File: src/rtl/core/pcl_pkg.sv
// Package for the press count code lock: phase codes, register indexes,
// tick counter sizing and the limited configuration struct. No dependencies.
`default_nettype none

package pcl_pkg;

    // Tick counter width and its saturation value
    localparam int TICK_W = 16;
    localparam logic [31:0] TICK_MAX32 = 32'hFFFF_FFFF >> (32 - TICK_W);
    localparam logic [TICK_W-1:0] TICK_MAX = TICK_MAX32[TICK_W-1:0];

    // Configuration port sizing
    localparam int CFG_IDX_W  = 3;
    localparam int CFG_DATA_W = 16;

    // Register indexes
    localparam logic [CFG_IDX_W-1:0] REG_PRESS_TARGET = 3'd0;
    localparam logic [CFG_IDX_W-1:0] REG_ENTRY_WINDOW = 3'd1;
    localparam logic [CFG_IDX_W-1:0] REG_HOLD_TO_LOCK = 3'd2;
    localparam logic [CFG_IDX_W-1:0] REG_DEBOUNCE     = 3'd3;
    localparam logic [CFG_IDX_W-1:0] REG_SLOW_HALF    = 3'd4;
    localparam logic [CFG_IDX_W-1:0] REG_QUICK_HALF   = 3'd5;
    localparam logic [CFG_IDX_W-1:0] REG_FAIL_BLINKS  = 3'd6;
    localparam logic [CFG_IDX_W-1:0] REG_OK_BLINKS    = 3'd7;

    // Lock phases
    typedef enum logic [2:0] {
        PH_IDLE  = 3'd0,
        PH_ENTER = 3'd1,
        PH_FAIL  = 3'd2,
        PH_OK    = 3'd3,
        PH_OPEN  = 3'd4,
        PH_PAUSE = 3'd5
    } t_phase;

    // Configuration after zero and range limiting
    typedef struct packed {
        logic [7:0]        press_target;
        logic [TICK_W-1:0] entry_window;
        logic [TICK_W-1:0] hold_to_lock;
        logic [7:0]        debounce;
        logic [TICK_W-1:0] slow_half;
        logic [TICK_W-1:0] quick_half;
        logic [4:0]        fail_total;
        logic [4:0]        ok_total;
    } t_cfg;

    // Map a time register to a tick limit: zero acts as one, clamp to max
    function automatic logic [TICK_W-1:0] tick_limit(input logic [15:0] v);
        logic [31:0] v32;
        v32 = 32'(v);
        if (v == 16'd0) begin
            return TICK_W'(1);
        end else if (v32 > TICK_MAX32) begin
            return TICK_MAX;
        end
        return v32[TICK_W-1:0];
    endfunction

    // Saturating tick increment
    function automatic logic [TICK_W-1:0] tick_inc(input logic [TICK_W-1:0] v);
        if (v != TICK_MAX) begin
            return v + TICK_W'(1);
        end
        return v;
    endfunction

    // Blink halves for a blink count: zero acts as one
    function automatic logic [4:0] blink_total(input logic [3:0] n);
        if (n == 4'd0) begin
            return 5'd2;
        end
        return {n, 1'b0};
    endfunction

endpackage

`default_nettype wire

File: src/rtl/core/pcl_cfg.sv
// Configuration registers of the press count code lock and their limiting.
// Depends on pcl_pkg.
`default_nettype none

module pcl_cfg
    import pcl_pkg::*;
(
    input  wire logic                  i_clk,
    input  wire logic                  i_rst_n,
    input  wire logic                  i_cfg_we,
    input  wire logic [CFG_IDX_W-1:0]  i_cfg_idx,
    input  wire logic [CFG_DATA_W-1:0] i_cfg_wdata,
    output t_cfg                       o_cfg
);

    logic [7:0]  r_press_target;
    logic [15:0] r_entry_window;
    logic [15:0] r_hold_to_lock;
    logic [7:0]  r_debounce;
    logic [15:0] r_slow_half;
    logic [15:0] r_quick_half;
    logic [3:0]  r_fail_blinks;
    logic [3:0]  r_ok_blinks;

    // Write one register per enabled cycle
    always_ff @(posedge i_clk) begin
        if (!i_rst_n) begin
            r_press_target <= 8'd5;
            r_entry_window <= 16'd5000;
            r_hold_to_lock <= 16'd3000;
            r_debounce     <= 8'd20;
            r_slow_half    <= 16'd500;
            r_quick_half   <= 16'd200;
            r_fail_blinks  <= 4'd10;
            r_ok_blinks    <= 4'd3;
        end else if (i_cfg_we) begin
            unique case (i_cfg_idx)
                REG_PRESS_TARGET: r_press_target <= i_cfg_wdata[7:0];
                REG_ENTRY_WINDOW: r_entry_window <= i_cfg_wdata;
                REG_HOLD_TO_LOCK: r_hold_to_lock <= i_cfg_wdata;
                REG_DEBOUNCE:     r_debounce     <= i_cfg_wdata[7:0];
                REG_SLOW_HALF:    r_slow_half    <= i_cfg_wdata;
                REG_QUICK_HALF:   r_quick_half   <= i_cfg_wdata;
                REG_FAIL_BLINKS:  r_fail_blinks  <= i_cfg_wdata[3:0];
                REG_OK_BLINKS:    r_ok_blinks    <= i_cfg_wdata[3:0];
                default: ;
            endcase
        end
    end

    // Limit zero and oversize values
    always_comb begin
        o_cfg.press_target = r_press_target;
        o_cfg.entry_window = tick_limit(r_entry_window);
        o_cfg.hold_to_lock = tick_limit(r_hold_to_lock);
        o_cfg.debounce     = (r_debounce == 8'd0) ? 8'd1 : r_debounce;
        o_cfg.slow_half    = tick_limit(r_slow_half);
        o_cfg.quick_half   = tick_limit(r_quick_half);
        o_cfg.fail_total   = blink_total(r_fail_blinks);
        o_cfg.ok_total     = blink_total(r_ok_blinks);
    end

endmodule

`default_nettype wire

File: src/rtl/core/pcl_core.sv
// Lock state and one tick of debounce, phase and LED logic.
// Depends on pcl_pkg.
`default_nettype none

module pcl_core
    import pcl_pkg::*;
(
    input  wire logic i_clk,
    input  wire logic i_rst_n,
    input  wire logic i_step,
    input  wire logic i_key,
    input  t_cfg      i_cfg,
    output logic      o_led,
    output t_phase    o_phase
);

    t_phase            r_phase,      n_phase;
    logic              r_key_stable, n_key_stable;
    logic [7:0]        r_db_cnt,     n_db_cnt;
    logic [TICK_W-1:0] r_ticks,      n_ticks;
    logic [TICK_W-1:0] r_hold,       n_hold;
    logic [7:0]        r_tally,      n_tally;
    logic [4:0]        r_blink,      n_blink;

    logic              press;
    logic              release_k;
    logic [7:0]        db_inc;
    logic [TICK_W-1:0] ticks_inc;
    logic [TICK_W-1:0] hold_inc;
    logic [4:0]        blink_inc;
    logic [4:0]        blink_lim;

    assign db_inc    = r_db_cnt + 8'd1;
    assign ticks_inc = tick_inc(r_ticks);
    assign hold_inc  = tick_inc(r_hold);
    assign blink_inc = r_blink + 5'd1;
    assign blink_lim = (r_phase == PH_FAIL) ? i_cfg.fail_total : i_cfg.ok_total;

    // Next state for one tick
    always_comb begin
        n_phase      = r_phase;
        n_key_stable = r_key_stable;
        n_db_cnt     = 8'd0;
        n_ticks      = r_ticks;
        n_hold       = r_hold;
        n_tally      = r_tally;
        n_blink      = r_blink;
        press        = 1'b0;
        release_k    = 1'b0;

        // Debounce the raw level
        if (i_key != r_key_stable) begin
            if (db_inc >= i_cfg.debounce) begin
                n_key_stable = i_key;
                press        = i_key;
                release_k    = !i_key;
            end else begin
                n_db_cnt = db_inc;
            end
        end

        unique case (r_phase)
            PH_ENTER: begin
                if (!r_blink[0]) begin
                    // wait for the first release to open the window
                    if (release_k) begin
                        n_blink = 5'd1;
                        n_ticks = '0;
                    end
                end else begin
                    if (release_k && r_tally != 8'hFF) begin
                        n_tally = r_tally + 8'd1;
                    end
                    n_ticks = ticks_inc;
                    if (ticks_inc >= i_cfg.entry_window) begin
                        n_phase = (n_tally == i_cfg.press_target) ? PH_OK : PH_FAIL;
                        n_ticks = '0;
                        n_blink = '0;
                        n_hold  = '0;
                    end
                end
            end
            PH_FAIL, PH_OK: begin
                n_ticks = ticks_inc;
                if (ticks_inc >= i_cfg.quick_half) begin
                    n_ticks = '0;
                    n_blink = blink_inc;
                    if (blink_inc >= blink_lim) begin
                        n_phase = (r_phase == PH_FAIL) ? PH_IDLE : PH_OPEN;
                        n_blink = '0;
                        n_hold  = '0;
                    end
                end
            end
            PH_OPEN: begin
                if (n_key_stable) begin
                    n_hold = hold_inc;
                    if (hold_inc >= i_cfg.hold_to_lock) begin
                        n_phase = PH_PAUSE;
                        n_ticks = '0;
                        n_blink = '0;
                        n_hold  = '0;
                    end
                end else begin
                    n_hold = '0;
                end
            end
            PH_PAUSE: begin
                n_ticks = ticks_inc;
                if (ticks_inc >= i_cfg.quick_half) begin
                    n_phase = PH_IDLE;
                    n_ticks = '0;
                    n_blink = '0;
                    n_hold  = '0;
                end
            end
            PH_IDLE: begin
                if (press) begin
                    n_phase = PH_ENTER;
                    n_ticks = '0;
                    n_blink = '0;
                    n_hold  = '0;
                    n_tally = 8'd1;
                end else begin
                    n_ticks = ticks_inc;
                    if (ticks_inc >= i_cfg.slow_half) begin
                        n_ticks = '0;
                        n_blink = {r_blink[4:1], ~r_blink[0]};
                    end
                end
            end
            default: begin
                n_phase = PH_IDLE;
                n_ticks = '0;
                n_blink = '0;
                n_hold  = '0;
            end
        endcase
    end

    // LED drive from the phase after this tick
    always_comb begin
        unique case (n_phase)
            PH_IDLE, PH_FAIL, PH_OK: o_led = !n_blink[0];
            PH_OPEN:                 o_led = 1'b1;
            default:                 o_led = 1'b0;
        endcase
    end

    assign o_phase = n_phase;

    // Advance the state on each processed tick
    always_ff @(posedge i_clk) begin
        if (!i_rst_n) begin
            r_phase      <= PH_IDLE;
            r_key_stable <= 1'b0;
            r_db_cnt     <= 8'd0;
            r_ticks      <= '0;
            r_hold       <= '0;
            r_tally      <= 8'd0;
            r_blink      <= 5'd0;
        end else if (i_step) begin
            r_phase      <= n_phase;
            r_key_stable <= n_key_stable;
            r_db_cnt     <= n_db_cnt;
            r_ticks      <= n_ticks;
            r_hold       <= n_hold;
            r_tally      <= n_tally;
            r_blink      <= n_blink;
        end
    end

endmodule

`default_nettype wire

File: src/rtl/core/press_count_code_lock.sv
// Top level of the press count code lock: input word register, lock core,
// output word register. Depends on pcl_pkg, pcl_cfg and pcl_core.
//
//  channel | direction | handshake            | payload
//  --------+-----------+----------------------+--------------------------------
//  s       | in        | i_s_tvalid/o_s_tready| i_s_tdata[0] key_pressed
//  m       | out       | o_m_tvalid/i_m_tready| o_m_tdata[0] led_lit, [3:1] phase
//  cfg     | in        | i_cfg_we             | i_cfg_idx, i_cfg_wdata
//
// One word per cycle sustained while the output is not stalled; each tick word
// passes the input register, then the core logic into the output register.
// Synchronous reset puts the lock in idle, key released, configuration at its
// defaults. While the output is stalled the input register still takes one
// word, then ready drops until the output moves.
`default_nettype none

module press_count_code_lock
    import pcl_pkg::*;
(
    input  wire logic                  i_clk,
    input  wire logic                  i_rst_n,
    // [0] key_pressed, [7:1] zero
    input  wire logic [7:0]            i_s_tdata,
    input  wire logic                  i_s_tvalid,
    output logic                       o_s_tready,
    // [0] led_lit, [3:1] phase, [7:4] zero
    output logic [7:0]                 o_m_tdata,
    output logic                       o_m_tvalid,
    input  wire logic                  i_m_tready,
    input  wire logic                  i_cfg_we,
    input  wire logic [CFG_IDX_W-1:0]  i_cfg_idx,
    input  wire logic [CFG_DATA_W-1:0] i_cfg_wdata
);

    t_cfg   cfg;
    logic   r_in_valid;
    logic   r_in_key;
    logic   r_out_valid;
    logic   r_out_led;
    t_phase r_out_phase;
    logic   step;
    logic   core_led;
    t_phase core_phase;

    // Process the held word when the output slot is free or draining
    assign step       = r_in_valid && (!r_out_valid || i_m_tready);
    assign o_s_tready = !r_in_valid || step;

    pcl_cfg u_cfg (
        .i_clk       (i_clk),
        .i_rst_n     (i_rst_n),
        .i_cfg_we    (i_cfg_we),
        .i_cfg_idx   (i_cfg_idx),
        .i_cfg_wdata (i_cfg_wdata),
        .o_cfg       (cfg)
    );

    pcl_core u_core (
        .i_clk   (i_clk),
        .i_rst_n (i_rst_n),
        .i_step  (step),
        .i_key   (r_in_key),
        .i_cfg   (cfg),
        .o_led   (core_led),
        .o_phase (core_phase)
    );

    // Hold the input word
    always_ff @(posedge i_clk) begin
        if (!i_rst_n) begin
            r_in_valid <= 1'b0;
        end else if (i_s_tvalid && o_s_tready) begin
            r_in_valid <= 1'b1;
        end else if (step) begin
            r_in_valid <= 1'b0;
        end
    end

    always_ff @(posedge i_clk) begin
        if (i_s_tvalid && o_s_tready) begin
            r_in_key <= i_s_tdata[0];
        end
    end

    // Hold the result word until taken
    always_ff @(posedge i_clk) begin
        if (!i_rst_n) begin
            r_out_valid <= 1'b0;
        end else if (step) begin
            r_out_valid <= 1'b1;
        end else if (i_m_tready) begin
            r_out_valid <= 1'b0;
        end
    end

    always_ff @(posedge i_clk) begin
        if (step) begin
            r_out_led   <= core_led;
            r_out_phase <= core_phase;
        end
    end

    assign o_m_tvalid = r_out_valid;
    assign o_m_tdata  = {4'b0000, r_out_phase, r_out_led};

endmodule

`default_nettype wire

File: config.mk
export PLATFORM = sky130hd
export DESIGN_NAME = press_count_code_lock
export DESIGN_NICKNAME = d
export VERILOG_FILES = /design/src/rtl/core/pcl_pkg.sv /design/src/rtl/core/pcl_cfg.sv /design/src/rtl/core/pcl_core.sv /design/src/rtl/core/press_count_code_lock.sv
export SDC_FILE = /design/constraint.sdc
export NUM_CORES = 1
export LEC_CHECK = 0
export BUFFER_PORTS_ARGS = -buffer_cell sky130_fd_sc_hd__buf_2
export CAP_MARGIN = 20
export CORE_UTILIZATION = 35
export CTS_BUF_LIST = sky130_fd_sc_hd__clkbuf_16
export CTS_CLUSTER_DIAMETER = 40
export CTS_CLUSTER_SIZE = 25
export DETAILED_ROUTE_END_ITERATION = 16
export PLACE_DENSITY = 0.51
export SETUP_SLACK_MARGIN = 0.1
export SLEW_MARGIN = 30
export SYNTH_ARGS = -nofsm -noshare
export SYNTH_HDL_FRONTEND = slang
export SYNTH_SLANG_ARGS = --single-unit
File: constraint.sdc
create_clock -name i_clk -period 9.75 [get_ports i_clk]
set_input_delay 0 -clock i_clk [delete_from_list [all_inputs] [get_ports i_clk]]
set_output_delay 0 -clock i_clk [all_outputs]
set_load 0.01 [all_outputs]
Word level (Yosys, flattened, before mapping)
Cells that the tools add are included.
W data, S select, Z words.
{"block": "classes", "n_bitwise": 1, "reduce_logical": 37, "muxes": 85, "eq_ne": 30, "addsub": 5, "n_lt_le_gt_ge": 6}
{"operator": "$mux W16", "n": 28}
{"operator": "$pmux W16 S5", "n": 1}
{"operator": "$mux W5", "n": 14}
{"operator": "$ge A16 B16 Y1", "n": 4}
{"operator": "$logic_not A16 Y1", "n": 4}
{"operator": "$mux W8", "n": 8}
{"operator": "$pmux W16 S4", "n": 1}
{"operator": "$add A16 B1 Y16 const B", "n": 2}
{"operator": "$ne A16 B16 Y1 const B", "n": 2}
{"operator": "$mux W3", "n": 9}
{"operator": "$pmux W5 S5", "n": 1}
{"operator": "$eq A3 B3 Y1 const B", "n": 7}
{"operator": "$mux W1", "n": 20}
{"operator": "$eq A3 B2 Y1 const B", "n": 6}
{"operator": "$add A8 B1 Y8 const B", "n": 2}
{"operator": "$ne A2 B1 Y1 const B", "n": 8}
{"operator": "$pmux W8 S2", "n": 1}
{"operator": "$reduce_and A2 Y1", "n": 8}
{"operator": "$pmux W3 S5", "n": 1}
{"operator": "$logic_not A3 Y1", "n": 3}
{"operator": "$eq A8 B8 Y1", "n": 1}
{"operator": "$ge A8 B8 Y1", "n": 1}
{"operator": "$logic_not A4 Y1", "n": 2}
{"operator": "$logic_not A8 Y1", "n": 1}
{"operator": "18 further kinds", "n": 29}
{"block": "word_totals", "register_bits": 152, "inputBits": 32, "output_inout_bits": 10}

Longest topological paths before layout
{"block": "logic_depth", "depth_word": 17, "ltp_mapped": 19, "mapped_depth_nobuf": 16}

Hierarchy
From an unflattened synthesis, not the netlist that was laid out.
{"block": "hier_totals", "hier_cells": 1255, "area_unflattened_um2": 9839.4}
{"mod": "pcl_core", "cells_per_inst": 739, "instances": 1, "area_each_um2": 5683.0}
{"mod": "pcl_cfg", "cells_per_inst": 496, "instances": 1, "area_each_um2": 3861.2}
{"mod": "press_count_code_lock", "cells_per_inst": 20, "instances": 1, "area_each_um2": 295.3}

Least setup slack after synthesis
No wires, ideal clock.
{"block": "synth_timing", "kind": "register -> register", "from": "register u_core.r_ticks[4]", "to": "register r_out_led, data pin", "period_less_slack_ps": 3984, "slack_ps": 5766, "path_stages_with_launch": 18, "t_required_ps": 9543, "setup_time_ps": 207, "n_path_buf": 1, "arrival_time_ps": 3777, "path_cell_list": "dfxtp_1 -> buf_2 -> nand4_1 -> nor4_1 -> nand3_1 -> nor3_1 -> nor3_1 -> and2_1 -> xnor2_1 -> ha_1 -> a21oi_1 -> o21ai_1 -> nor4b_1 -> a211oi_2 -> o21ai_0 -> and3_1 -> a32oi_1 -> a2111oi_0"}
{"block": "synth_between", "elab_chain_cells": 10}
{"item": "from (decl)", "line_no": "pcl_core.sv:20", "text": "logic [TICK_W-1:0] r_ticks, n_ticks;"}
{"item": "from (signal assigned)", "line_no": "pcl_core.sv:166", "text": "r_ticks <= n_ticks;"}
{"item": "$add A16 B1 Y16 / $ne A16 B16 Y1 (equally long branches)", "line_no": "pcl_pkg.sv:63, pcl_pkg.sv:62"}
{"item": "$mux W16 / $mux W1 (equally long branches)", "line_no": "pcl_pkg.sv:62", "text": "if (v != TICK_MAX) begin"}
{"item": "$mux W16 *", "line_no": "pcl_pkg.sv:65", "text": "return v;"}
{"item": "$ge A16 B16 Y1", "line_no": "pcl_core.sv:75", "text": "if (ticks_inc >= i_cfg.entry_window) begin"}
{"item": "$mux W3", "line_no": "pcl_core.sv:75"}
{"item": "$mux W3", "line_no": "pcl_core.sv:64", "text": "if (!r_blink[0]) begin"}
{"item": "$pmux W3 S5", "line_no": "pcl_core.sv:62", "text": "unique case (r_phase)"}
{"item": "$eq A3 B2 Y1 / $logic_not A3 Y1 (equally long branches)", "line_no": "pcl_core.sv:143", "text": "unique case (n_phase)"}
{"item": "$reduce_or A3 Y1", "line_no": "pcl_core.sv:143"}
{"item": "$pmux W1 S2 *", "line_no": "pcl_core.sv:143"}
{"item": "net core_led", "line_no": "press_count_code_lock.sv:42", "text": "logic core_led;"}
{"item": "to (signal assigned)", "line_no": "press_count_code_lock.sv:98", "text": "r_out_led <= core_led;"}
{"item": "to (decl)", "line_no": "press_count_code_lock.sv:39", "text": "logic r_out_led;"}
Mark *: on every way through the listed nets, which the timed path passes. The rest lies on a longest branch. The select of a mux whose other input is x is not followed.
A chain may end at the register's enable or synchronous reset.

Worst setup path in the final report
Ends and elaborated chain as after synthesis.

==> metrics.cfg <==
[run_status]
status=completed

[grt]
grt_remaining_overflow=0
globalRouteTotalUtil_pct=19.27
grt_first_pass_wirelength_um=40270
antenna_found_initial=1
grt_start_max_net_pins=90
grt_pass1_vias=7642

[die]
die_x_um=163.1
die-area_um2=26620
rows=58
core-area_um2=25330
initial_utilization_pct=35.89
io_pins=42
die-height_um=163.1

[finish]
layout-drive-gt1-share_pct=7.161
syn2layout_area_growth_pct=13.16
nets=1301
layout.cells.non_filler=1532

[route]
vias=8104
drtIter0Drc=428
vias_per_cell=5.290
drc=0
drt_pre_antenna_iters=5
drtAntennaViolNets=0
wirelength_um=25070
routedWlPerCell_um=16.36

[critical_path]
crit_start=u_core.r_ticks[4]
crit_fanout=8
timing.reg2reg.setup_slack_ns=4.63
path_cells=nand4_1 > nor4_1 > nand3_1 > nor3_1 > nor3_1 > and2_1 > xnor2_1 > ha_1 > a21oi_1 > o21ai_1 > nor4b_1 > a211oi_2 > o21ai_0 > and3_1 > a32oi_1 > a2111oi_0
critical_path_buf_inv_count=0
crit_type=register to register
max_stage_delay_ns=0.56
crit_top_cell=nor3_1
worst_setup_path_start_kind=register
r2r-start=u_core.r_ticks[4]
arrival_ns=5.30
required_ns=9.93
crit_slowest_cell=o21ai_0
worstSetupEndpointType=register
r2r-end=r_out_led
rr_worst_depth=16
crit_family=simple AND/OR/NAND/NOR gates

[sta]
fin_setup_tns_ns=0
skew_ns=0.01762
layout_min_cycle_time_ns=5.118
slew_headroom_pct=41.19
holdWs_ns=0.1177
period_share_pct=52.49
worst_slew_pin_slew_ns=0.8754
slew_violations=0
final_hold_viol_count=0
rsz0062_at_grt=false
setup_viol=0
fmax_mhz=195.4

[clock_network]
root_buffer=clkbuf_16
cts_tree=done
clk_latency_ns=0.44
clock-sinks=152
cts_inserted_buffers=17
cts_buffer_depth=2
htree_num_levels=4
cts_setup_buffers=0
path_clk_slew_ns=0.07

[yosys]
synth_area_leaders=dfxtp_1 (32%), ha_1 (11%), nand2_1 (9.5%), a21oi_1 (7.0%), inv_1 (3.3%)
synth_top_area_share_pct=32.38
synth_edf_count=5
synthCells=1163
synth_top_cell_by_area=dfxtp_1
synth_area_um2=9089
avgSynthCellArea_um2=7.815
ys_seq_elements=152
seq_area_frac_synth_pct=34.03
synthFlopType=dfxtp_1
yosysWarnings=0
synth_most_common_cell=nand2_1
synth_common_cells=nand2_1 (229), dfxtp_1 (147), a21oi_1 (127)
ys_types=73
synth-async-reset-ratio_pct=0

[power]
leakagePower_nw=4.087
power_density_nw_per_um2=142.6
ir_worst_vdd_uv=121.8

[placed_design]
dp.final_hpwl_um=17970
place_inst=1479
port_buffers=30
gp_congestion=0.8404

[worst_hold_path]
min_path_type=primary input to register
hp-start=i_cfg_idx[2]
min_to=u_cfg.r_press_target[3]
hold_depth=4

[run]
cap_viol_max_count=0

worst register-to-register path: cells and delay by family, from the launching register on:
| kind | cells | cell delay (ns) |
|---|---|---|
| AO/OA/AOI/OAI | 6 | 1.59 |
| flip-flops | 1 | 0.45 |
| AND/OR/NAND/NOR | 8 | 2.15 |
| adder cells (fa/ha/maj) | 1 | 0.32 |
| XOR/XNOR | 1 | 0.36 |
layout by cell type (no fill, tap or decap), drive strengths merged, types with 6 or more instances in the layout:
master | synthesis | final
nand2 | 229 | 229
dfxtp | 147 | 147
a21oi | 127 | 127
inv | 80 | 89
ha | 81 | 81
nor2 | 59 | 59
nand3 | 44 | 44
buf | 20 | 37
xnor2 | 31 | 31
o21ai | 31 | 31
o211ai | 23 | 23
nor3 | 22 | 22
dlygate4sd3 | 0 | 20
nand4 | 18 | 18
a31oi | 18 | 18
nor4 | 17 | 17
clkbuf | 34 | 17
nand2b | 15 | 15
mux2i | 14 | 14
and3 | 12 | 12
xor2 | 12 | 12
or3 | 12 | 12
nor2b | 11 | 11
a22oi | 8 | 8
a22o | 8 | 8
a211oi | 8 | 8
a21o | 6 | 6
o22ai | 6 | 6
and2 | 6 | 6
cells by family after synthesis:
logic type      count (synthesis)  share of synthesized area [%]
simple gates                  459                          23.22
compound gates                275                          19.54
flops                         152                          34.03
buf+inv                       136                          6.085
fa+ha+maj                      81                          11.15
xor+xnor                       43                          4.144
mux                            16                          1.790
other cells                     1                        0.04126
through the flow:
step           power [mW]  util [%]  worst slack [ns]  area (µm²)
2_1_floorplan      0.7529         -             5.766        9100
3_3_place_gp       0.7934     37.39             4.341        9469
3_5_place_dp       0.7961     37.46             4.635        9488
4_1_cts             1.486     40.58             4.577       10280
5_1_grt             1.527     40.60             4.096       10280
6_report            1.467     40.61             4.632       10280
per-layer routing:
metal	up-vias	GRT usage (%)	share of wire (%)
li1	4152	-	-
met1	3831	25.41	49
met2	96	32.49	47
met3	23	3.530	2.8
met4	2	4.036	1.1
met5	-	0	0.052
final cells by class:
class / instances / area (µm²)
repair buffers: 57 / 410.4
fillers: 2602 / 15040
inverters: 82 / 309.0
clock inverters: 15 / 165.2
multi-input cells: 878 / 5466
diodes: 1 / 2.502
flip-flops and latches: 152 / 3093
well taps: 330 / 412.9
clock buffers: 17 / 425.4
timing repair:
item                                   in CTS  in global routing
gates resized for setup                     0                  0
hold buffers                               20                  0
endpoints found under the hold margin      81                  0
sequential cells by signal, summed over array words and instances, names as in the netlist:
name,count
u_cfg.r_slow_half,16
u_cfg.r_quick_half,16
u_core.r_db_cnt,8
u_cfg.r_entry_window,16
r_in_key,1
u_core.r_phase,3
u_core.r_ticks,16
u_core.r_blink,5
o_m_tvalid,1
u_core.r_key_stable,1
u_cfg.r_press_target,8
u_cfg.r_hold_to_lock,16
r_out_led,1
u_core.r_tally,8
u_cfg.r_debounce,8
u_cfg.r_fail_blinks,4
r_in_valid,1
r_out_phase,3
u_core.r_hold,16
u_cfg.r_ok_blinks,4
how the worst max path moves through the flow:
stage | to | slack (ns) | cells past startpoint
after floorplan | r_out_led | 5.77 | 17
after global placement | u_core.r_ticks[8] | 4.34 | 16
after detailed placement | r_out_led | 4.64 | 16
after CTS | r_out_led | 4.58 | 16
after global routing | r_out_led | 4.10 | 16
final | r_out_led | 4.63 | 16
power by group:
part           total [mW]  leakage, nW  switching (mW)  internal (mW)
Sequential          0.653         1.24          0.0148          0.639
Clock               0.679        0.291           0.295          0.384
Combinational       0.135         2.56          0.0868         0.0480
Note: power is estimated with default switching activity, not from simulation.
